[src/design/assert_macros.svh]
// ----------------------------------------------------------------------------
// assert_macros.svh
// Assertion shorthands for the RTL; expect clk and rst in scope.
// ----------------------------------------------------------------------------
`ifndef ASSERT_MACROS_SVH
`define ASSERT_MACROS_SVH

// Property checked on every rising edge outside reset.
`define ASSERT_CLK(name, prop, msg) \
  name: assert property (@(posedge clk) disable iff (rst) prop) else $error(msg);

// Implication checked on every rising edge outside reset.
`define ASSERT_IMP(name, ante, cons, msg) \
  name: assert property (@(posedge clk) disable iff (rst) (ante) |-> (cons)) else $error(msg);

`endif

[src/design/epa_pkg.sv]
// ----------------------------------------------------------------------------
// epa_pkg
// Shared sizes, codes and controller/datapath interface types.
// ----------------------------------------------------------------------------
`default_nettype none
package epa_pkg;

  localparam int MAX_EDGES  = 1024;
  localparam int NODE_COUNT = 1024;
  localparam int ID_W   = 10;
  localparam int EIDX_W = $clog2(MAX_EDGES);
  localparam int NIDX_W = $clog2(NODE_COUNT);
  localparam int CNT_W  = $clog2(MAX_EDGES + 2);
  localparam int BAL_W  = $clog2(MAX_EDGES + 1) + 2;

  localparam logic [1:0] FUNC_LOAD    = 2'd0;
  localparam logic [1:0] FUNC_READ    = 2'd1;
  localparam logic [1:0] FUNC_RESTART = 2'd2;

  localparam logic [1:0] ST_OK      = 2'd0;
  localparam logic [1:0] ST_NONE    = 2'd1;
  localparam logic [1:0] ST_DROPPED = 2'd2;

  typedef struct packed {
    logic cap_in;
    logic st_edge;
    logic set_drop;
    logic restart;
    logic clr_wr;
    logic bal_rd_src;
    logic bal_wr_src;
    logic bal_rd_dst;
    logic bal_wr_dst;
    logic set_done;
    logic scan_rd;
    logic scan_next;
    logic push_start;
    logic e_chk;
    logic e_next;
    logic push_best;
    logic pop;
    logic pop_load;
    logic out_ld;
  } epa_cmd_t;

  typedef struct packed {
    logic clr_last;
    logic drop_cond;
    logic walk_done;
    logic edge_zero;
    logic bal_is_one;
    logic scan_last;
    logic e_last;
    logic can_push;
    logic pop_empty;
    logic out_full;
  } epa_stat_t;

endpackage
`default_nettype wire

[src/design/epa_ctrl.sv]
// ----------------------------------------------------------------------------
// epa_ctrl
// Sequencer: clearing sweep, edge loads, Hierholzer walk and pair reads.
// ----------------------------------------------------------------------------
`default_nettype none
module epa_ctrl (
  input  wire                  clk,
  input  wire                  rst,
  input  wire                  in_valid,
  input  wire [1:0]            func,
  output logic                 in_ready,
  input  epa_pkg::epa_stat_t   stat,
  output epa_pkg::epa_cmd_t    cmd
);
  import epa_pkg::*;

  localparam logic [3:0] S_CLEAR = 4'd0;
  localparam logic [3:0] S_IDLE  = 4'd1;
  localparam logic [3:0] S_LD_RS = 4'd2;
  localparam logic [3:0] S_LD_WS = 4'd3;
  localparam logic [3:0] S_LD_RD = 4'd4;
  localparam logic [3:0] S_LD_WD = 4'd5;
  localparam logic [3:0] S_WINIT = 4'd6;
  localparam logic [3:0] S_SC_RD = 4'd7;
  localparam logic [3:0] S_SC_CK = 4'd8;
  localparam logic [3:0] S_E_RD  = 4'd9;
  localparam logic [3:0] S_E_CK  = 4'd10;
  localparam logic [3:0] S_DEC   = 4'd11;
  localparam logic [3:0] S_POP   = 4'd12;
  localparam logic [3:0] S_R_RD  = 4'd13;
  localparam logic [3:0] S_R_OUT = 4'd14;

  logic [3:0] state, state_next;
  logic       accept;

  assign in_ready = (state == S_IDLE) && !stat.out_full;
  assign accept   = in_valid && in_ready;

  always_comb begin
    state_next = state;
    cmd        = '0;
    case (state)
      S_CLEAR: begin
        cmd.clr_wr = 1'b1;
        if (stat.clr_last) state_next = S_IDLE;
      end
      S_IDLE: begin
        if (accept) begin
          cmd.cap_in = 1'b1;
          case (func)
            FUNC_LOAD: begin
              if (!stat.walk_done) begin
                if (stat.drop_cond) begin
                  cmd.set_drop = 1'b1;
                end else begin
                  cmd.st_edge = 1'b1;
                  state_next  = S_LD_RS;
                end
              end
            end
            FUNC_READ: begin
              if (stat.walk_done) begin
                state_next = S_R_RD;
              end else begin
                cmd.set_done = 1'b1;
                state_next   = S_WINIT;
              end
            end
            FUNC_RESTART: begin
              cmd.restart = 1'b1;
              state_next  = S_CLEAR;
            end
            default: ;
          endcase
        end
      end
      S_LD_RS: begin
        cmd.bal_rd_src = 1'b1;
        state_next     = S_LD_WS;
      end
      S_LD_WS: begin
        cmd.bal_wr_src = 1'b1;
        state_next     = S_LD_RD;
      end
      S_LD_RD: begin
        cmd.bal_rd_dst = 1'b1;
        state_next     = S_LD_WD;
      end
      S_LD_WD: begin
        cmd.bal_wr_dst = 1'b1;
        state_next     = S_IDLE;
      end
      S_WINIT: begin
        state_next = stat.edge_zero ? S_R_RD : S_SC_RD;
      end
      S_SC_RD: begin
        cmd.scan_rd = 1'b1;
        state_next  = S_SC_CK;
      end
      S_SC_CK: begin
        if (stat.bal_is_one || stat.scan_last) begin
          cmd.push_start = 1'b1;
          state_next     = S_E_RD;
        end else begin
          cmd.scan_next = 1'b1;
          state_next    = S_SC_RD;
        end
      end
      S_E_RD: begin
        state_next = S_E_CK;
      end
      S_E_CK: begin
        cmd.e_chk = 1'b1;
        if (stat.e_last) begin
          state_next = S_DEC;
        end else begin
          cmd.e_next = 1'b1;
          state_next = S_E_RD;
        end
      end
      S_DEC: begin
        if (stat.can_push) begin
          cmd.push_best = 1'b1;
          state_next    = S_E_RD;
        end else begin
          cmd.pop    = 1'b1;
          state_next = stat.pop_empty ? S_R_RD : S_POP;
        end
      end
      S_POP: begin
        cmd.pop_load = 1'b1;
        state_next   = S_E_RD;
      end
      S_R_RD: begin
        state_next = S_R_OUT;
      end
      S_R_OUT: begin
        cmd.out_ld = 1'b1;
        state_next = S_IDLE;
      end
      default: state_next = S_IDLE;
    endcase
  end

  always_ff @(posedge clk) begin
    if (rst) state <= S_CLEAR;
    else     state <= state_next;
  end

endmodule
`default_nettype wire

[config.mk]
export PLATFORM = sky130hd
export DESIGN_NAME = epa_ctrl
export DESIGN_NICKNAME = d
export VERILOG_FILES = /design/src/design/assert_macros.svh /design/src/design/epa_pkg.sv /design/src/design/epa_ctrl.sv
export SDC_FILE = /design/constraint.sdc
export NUM_CORES = 1
export LEC_CHECK = 0
export BUFFER_PORTS_ARGS = -buffer_cell sky130_fd_sc_hd__buf_2
export CORE_MARGIN = 3
export CORE_UTILIZATION = 42
export DETAILED_ROUTE_END_ITERATION = 8
export PLACE_DENSITY = 0.83
export REMOVE_ABC_BUFFERS = 1
export SLEW_MARGIN = 20
export SYNTH_ARGS = -nofsm -noshare
export SYNTH_HDL_FRONTEND = slang
export SYNTH_SLANG_ARGS = --single-unit
[constraint.sdc]
create_clock -name clk -period 1.65 [get_ports clk]
set_input_delay 0.0825 -clock clk [delete_from_list [all_inputs] [get_ports clk]]
set_output_delay 0.0825 -clock clk [all_outputs]
set_load 0.02 [all_outputs]
==> results of run 1 <==
kinds of logic (layout without fill, tap and decap cells):
family	Yosys count	after routing
flip-flops	4	4
AND/OR/NAND/NOR	49	49
AO/OA/AOI/OAI	20	20
buffers and inverters	13	55
how the worst min path moves through the flow:
stage | end | slack (ns) | startpoint
finish | state[0] | 0.02 | rst
global route | state[0] | 0.03 | rst
CTS | state[0] | 0.03 | rst
detailed placement | state[0] | 0.27 | rst
global placement | state[0] | 0.27 | rst
floorplan | state[0] | 0.15 | rst
power groups by stage:
stage / registers, mW / clock network [mW] / logic (mW)
2_1_floorplan: 0.111 / 0 / 0.0465
3_3_place_gp: 0.104 / 0 / 0.0959
3_5_place_dp: 0.104 / 0 / 0.0984
4_1_cts: 0.103 / 0.120 / 0.101
5_1_grt: 0.0994 / 0.130 / 0.123
6_report: 0.0994 / 0.123 / 0.112
layer usage:
metal	vias up	share of wire [%]	GRT usage (%)
met5	-	0	0
met4	0	1.8	9.639
met3	5	6.4	3.320
met2	34	54	35.17
met1	382	38	22.22
li1	396	-	-
area by class of cell:
| cell class | count | area share [%] |
|---|---|---|
| multi-input cells | 69 | 52.48 |
| repair buffers | 46 | 30.21 |
| flip-flops and latches | 4 | 10.07 |
| clock buffers | 3 | 2.553 |
| inverters | 6 | 2.553 |
| well taps | 15 | 2.128 |
repair_timing:
item                                    CTS  global route
resized for setup                         1             9
pin swaps                                 1             4
setup buffers                             1             8
endpoints found under the setup margin    4             7
through the flow:
| step | utilization (%) | cells | worst slack [ns] | TNS, ns |
|---|---|---|---|---|
| final | 66.95 | 143 | -0.007334 | -0.007334 |
| after global routing | 66.95 | 143 | -0.08015 | -0.1430 |
| after CTS | 60.30 | 135 | 0.02499 | 0 |
| after detailed placement | 57.93 | 131 | 0.1468 | 0 |
| after global placement | 57.93 | 131 | 0.2515 | 0 |
| after floorplan | - | 79 | -0.2398 | -0.5925 |
layout by cell type, fill, tap and decap left out, types with 3 or more instances in the layout:
cell type  count
nand2_1        8
buf_2         33
nor4_1         3
nor3_1         7
buf_4         12
inv_1          6
nor2_1        12
clkbuf_4       3
nand3_1        3
==> metrics.txt, run 1 <==
status complete, but fails checks; violated checks negative setup slack; number of global-route vias before repair 682; XOR/XNOR Fraction of Synth Area 0%; largest family of logic cells by synthesized area simple AND/OR/NAND/NOR gates; period utilization 100.4%; WP depth 5; Max FO, Critical Path 4; Fin. Hold Viols 0; Final Slew Violations 0; post-synth top area share 13.33%; reg-to-reg startpoint state[3]; initial antenna violation count 0; Clock Path Buffers 2; DRT iter0 DRCs 16; All-Layer GR Usage 19.73%; Sw Share 31.35%; GRT Residual Overflow 0; slack of the worst reg-to-reg path approximately 0.24 ns; register area 88.84 um^2; drt wl/cell between 10 and 15 um; Synth area leaders dfxtp_1, nor2_1, nor3_1, nand2_1, a22oi_2; Post-synth EDFFs 0; final setup fails 1; worst slew pin tran 0.4018 ns; count leader, synth nor2_1; Core Box Area 1318 um^2; port bufs 34; share of cells above drive strength 1 48.44%; Crit. End Element output pin; RSZ-0062 raised after global routing true; initial core utilization about 46%; crit path from state[1]; Leak Pwr 0.4325 nW; clock sinks 4; Setup CP Type flop to output pin; area grow syn2layout 46.88%; CTS tree yes; Worst R2R End state[1]; final worst setup slack -0.007334 ns; Yosys cell types 37; post-synthesis register bit count 4; fin area 882.1 um^2; ys flop type dfxtp_1; Final nets 145; Switch Pwr 104.7 uW; Synth Area per Inst 6.983 um^2; final worst path period need 1.657 ns; post-DP HPWL 1447 um; Max Fclk 603.4 MHz; multi-input logic area roughly 460 um^2; Worst-Skew Late Latency 0.24 ns; VDD IR max 0.2943 mV; Adder-Cell Fraction of Synth Area 0%; std cell rows 13; Die ar. between 1500 and 2000 um^2; final hold slack 0.02210 ns; Critical path buffers and inverters 2; Int Pwr 229.2 uW; data required time of the worst path 1.57 ns; synthesized cell area 600.6 um^2; Clock power frac between 30% and 40%; largest register by flop count state; top flop regs state: 4 flops; H-Tree Depth 1; I/O pins 35; Root Driver clkbuf_4; Final ANT Viol Nets 0; PwrDens 378.5 nW/um^2; Hold Path Depth 2; PnR Total Power approximately 330 uW; ANT cells 0; Max transition margin 72.87%; crit path max-delay cell type dfxtp_4; largest area contributor in the netlist dfxtp_1; drt first pass iters 4; Vias 817; Die Wd approximately 44 um; largest net degree at the start of global routing 16; Seq pwr share 29.8%; Cells after Synth 86; clk_skew between 0.0015 and 0.002 ns; crit path to cmd[16]; synth warn 0; first-pass GRT wire length between 2000 and 3000 um; worst hold path class primary input to flop; die height 43.82 um; Final Wtd Congestion 0.8876; # fillers about 120; worst-path cell chain nor4b_4 > nand3b_1 > buf_4 > nor4_2 > buf_2; Simple-Gate Fraction of Synth Area 45.21%; area fraction in compound gates after synthesis 29.58%; Logic pwr share 33.4%; CP top delay family simple AND/OR/NAND/NOR gates; placed cell area 763.2 um^2; Max Cap Violations 0; mux cell area share after synthesis 0%; crit path DAT 1.57 ns; Largest register FFs 4; cts bufs inserted 3; final wirelength between 1500 and 2000 um; ys async rst share 0%; crit-path max cell delay 0.35 ns; top cell types by occurrence after synthesis nor2_1, nand2_1, nor3_1; Reg clk slew, reported paths roughly 0.04 ns; R2R depth 6; routed vias/inst about 5.7; Hold Buf Count CTS 0; sequential area share after synthesis 13.33%; CP Launch Type flop; # DRC 0
Note: power is estimated with default switching activity, not from simulation.
==> run 2, diff against run 1 <==
--- a/config.mk
+++ b/config.mk
@@ -5,6 +5,7 @@
 export SDC_FILE = /design/constraint.sdc
 export NUM_CORES = 1
 export LEC_CHECK = 0
+export ABC_AREA = 1
 export BUFFER_PORTS_ARGS = -buffer_cell sky130_fd_sc_hd__buf_2
 export CORE_MARGIN = 3
 export CORE_UTILIZATION = 42
==> run 2 against run 1 <==
The flow now finishes without violations. Register-to-register slack is essentially flat. Die area shrank 0.36%. Cell area grew 1.1%. Clock power is essentially flat. Power grew 50%. Global-route usage grew 2.1 points. Utilization grew 6.4 points. Critical path depth grew 3. Setup slack gained 0.027 ns. Hold slack gained 0.030 ns. Final cell count grew 25%. Sequential share of layout area shrank 0.25 points. Critical endpoint unchanged.
==> metrics.txt, run 2 <==
commonest non-fill, non-tap cell in the layout nand2_1; Final Slew Violations 0; Yosys cell types 19; Die ar. 1913 um^2; post-synth top area share 23.85%; data required time of the worst path 1.57 ns; I/O pins 35; cts bufs inserted 3; top cell types by occurrence after synthesis nand2_1, nor2_1, inv_1; synth warn 0; Worst R2R End state[1]; GRT Residual Overflow 0; post-synthesis register bit count 4; final wirelength approximately 2100 um; reg-to-reg startpoint state[0]; DRT iter0 DRCs 29; Crit. End Element output pin; final hold slack slightly above 0.05 ns; Clock Path Buffers 2; PwrDens 562.6 nW/um^2; Reg clk slew, reported paths 0.04 ns; count leader, synth nand2_1; ys async rst share 0%; CP Launch Type flop; area grow syn2layout 49.16%; Die Wd 43.74 um; die height 43.74 um; Final nets 182; All-Layer GR Usage approximately 22%; final worst path period need 1.631 ns; Max Cap Violations 0; Root Driver clkbuf_4; # DRC 0; sequential area share after synthesis about 13%; share of cells above drive strength 1 around 36%; RSZ-0062 raised after global routing true; worst slew pin tran 0.2523 ns; largest area contributor in the netlist nand2_1; Post-synth EDFFs 0; port bufs 34; std cell rows 12; crit path to cmd[16]; status finished, final reports clean; number of global-route vias before repair between 800 and 900; CTS tree yes; initial antenna violation count 0; Worst-Skew Late Latency 0.24 ns; Max transition margin 83.04%; VDD IR max 0.6865 mV; Setup CP Type flop to output pin; post-DP HPWL 1470 um; synthesized cell area 598.1 um^2; largest net degree at the start of global routing 8; Synth Area per Inst roughly 5 um^2; Largest register FFs 4; PnR Total Power ~500 uW; worst hold path class primary input to flop; Fin. Hold Viols 0; first-pass GRT wire length 3249 um; period utilization 98.82%; ys flop type dfxtp_1; clock sinks 4; most frequent cells in the layout nand2_1, buf_2, nor2_1; routed vias/inst about 5.2; initial core utilization 49.18%; ANT cells 0; drt first pass iters 7; largest register by flop count state; slack of the worst reg-to-reg path roughly 0.23 ns; drt wl/cell 11.55 um; Final ANT Viol Nets 0; Vias 930; clk_skew between 0.004 and 0.005 ns; final setup fails 0; Cells after Synth 121; Final Non-Filler Cells 179; Synth area leaders nand2_1, nor2_1, dfxtp_1, inv_1, nand3_1; Core Box Area 1216 um^2; top flop regs state: 4 flops; Final Wtd Congestion 0.8981; H-Tree Depth 1; # placed instances ~170; Max Fclk 613.3 MHz; crit path DAT 1.55 ns; R2R depth 10; Leak Pwr 0.5861 nW; Max FO, Critical Path 2; setup TNS 0 ns; crit path from state[0]
run 2: changes by cell type after synthesis, sizes merged, moves of 3 or more:
cell,before,now
nand2,9,40
nor2,12,34
inv,6,20
buf,7,0
nand3,3,8
nor3,8,5
nor4,4,1
run 2: timing repair:
action | in CTS | in global routing
hold buffers | 0 | 0
buffers inserted | 5 | 2
resized for setup | 5 | 7
pin swaps | 5 | 3
setup endpoints to repair | 2 | 4
run 2: worst min path at each step:
stage	startpoint	end	slack, ns	depth (start not counted)
2_1_floorplan	rst	state[1]	0.15	1
4_1_cts	rst	state[3]	0.04	2
3_5_place_dp	rst	state[3]	0.28	2
5_1_grt	rst	state[3]	0.06	2
3_3_place_gp	rst	state[2]	0.28	2
6_report	rst	state[2]	0.05	2
run 2: where the power goes:
part	switching, mW	leakage [nW]	internal, mW
Sequential	0.0128	0.0346	0.106
Combinational	0.160	0.538	0.103
Clock	0.0389	0.0138	0.0812
run 2: metrics by stage:
stage / cell area (um^2) / worst slack [ns] / utilization [%]
after floorplan: 598.1 / -0.02987 / -
after global placement: 785.8 / 0.1855 / 64.61
after detailed placement: 785.8 / 0.1253 / 64.61
after CTS: 859.6 / 0.007942 / 70.68
after global routing: 892.1 / -0.07575 / 73.35
final: 892.1 / 0.01945 / 73.35
run 2: kinds of logic after synthesis:
group,count (synthesis),synth area share [%]
simple gates,92,69.46
buf+inv,20,12.55
compound gates,5,4.601
flops,4,13.39
run 2: critical path: stages, from the launching register on:
cell     delay (ns)
dfxtp_2        0.35
inv_4          0.05
nor2_4         0.14
nand2_4        0.08
nor2_4         0.09
nand2_2        0.06
or2_4          0.23
nor3b_2        0.16
buf_4          0.16
run 2: per-layer routing:
layer | vias to the layer above | share of wire, % | track usage, %
met5 | - | 0 | 0
met4 | 0 | 1.5 | 4.217
met3 | 8 | 11 | 7.884
met2 | 64 | 50 | 36.92
met1 | 400 | 37 | 26.29
li1 | 458 | - | -
run 2: area by class of cell:
cell class                 instances  area (um^2)
fill                             110        324.1
timing repair buffer              41        230.2
clock buffer                       3        22.52
sequential                         4        87.58
multi-input combinational         97        456.7
inverter                          20        77.57
tap                               14        17.52
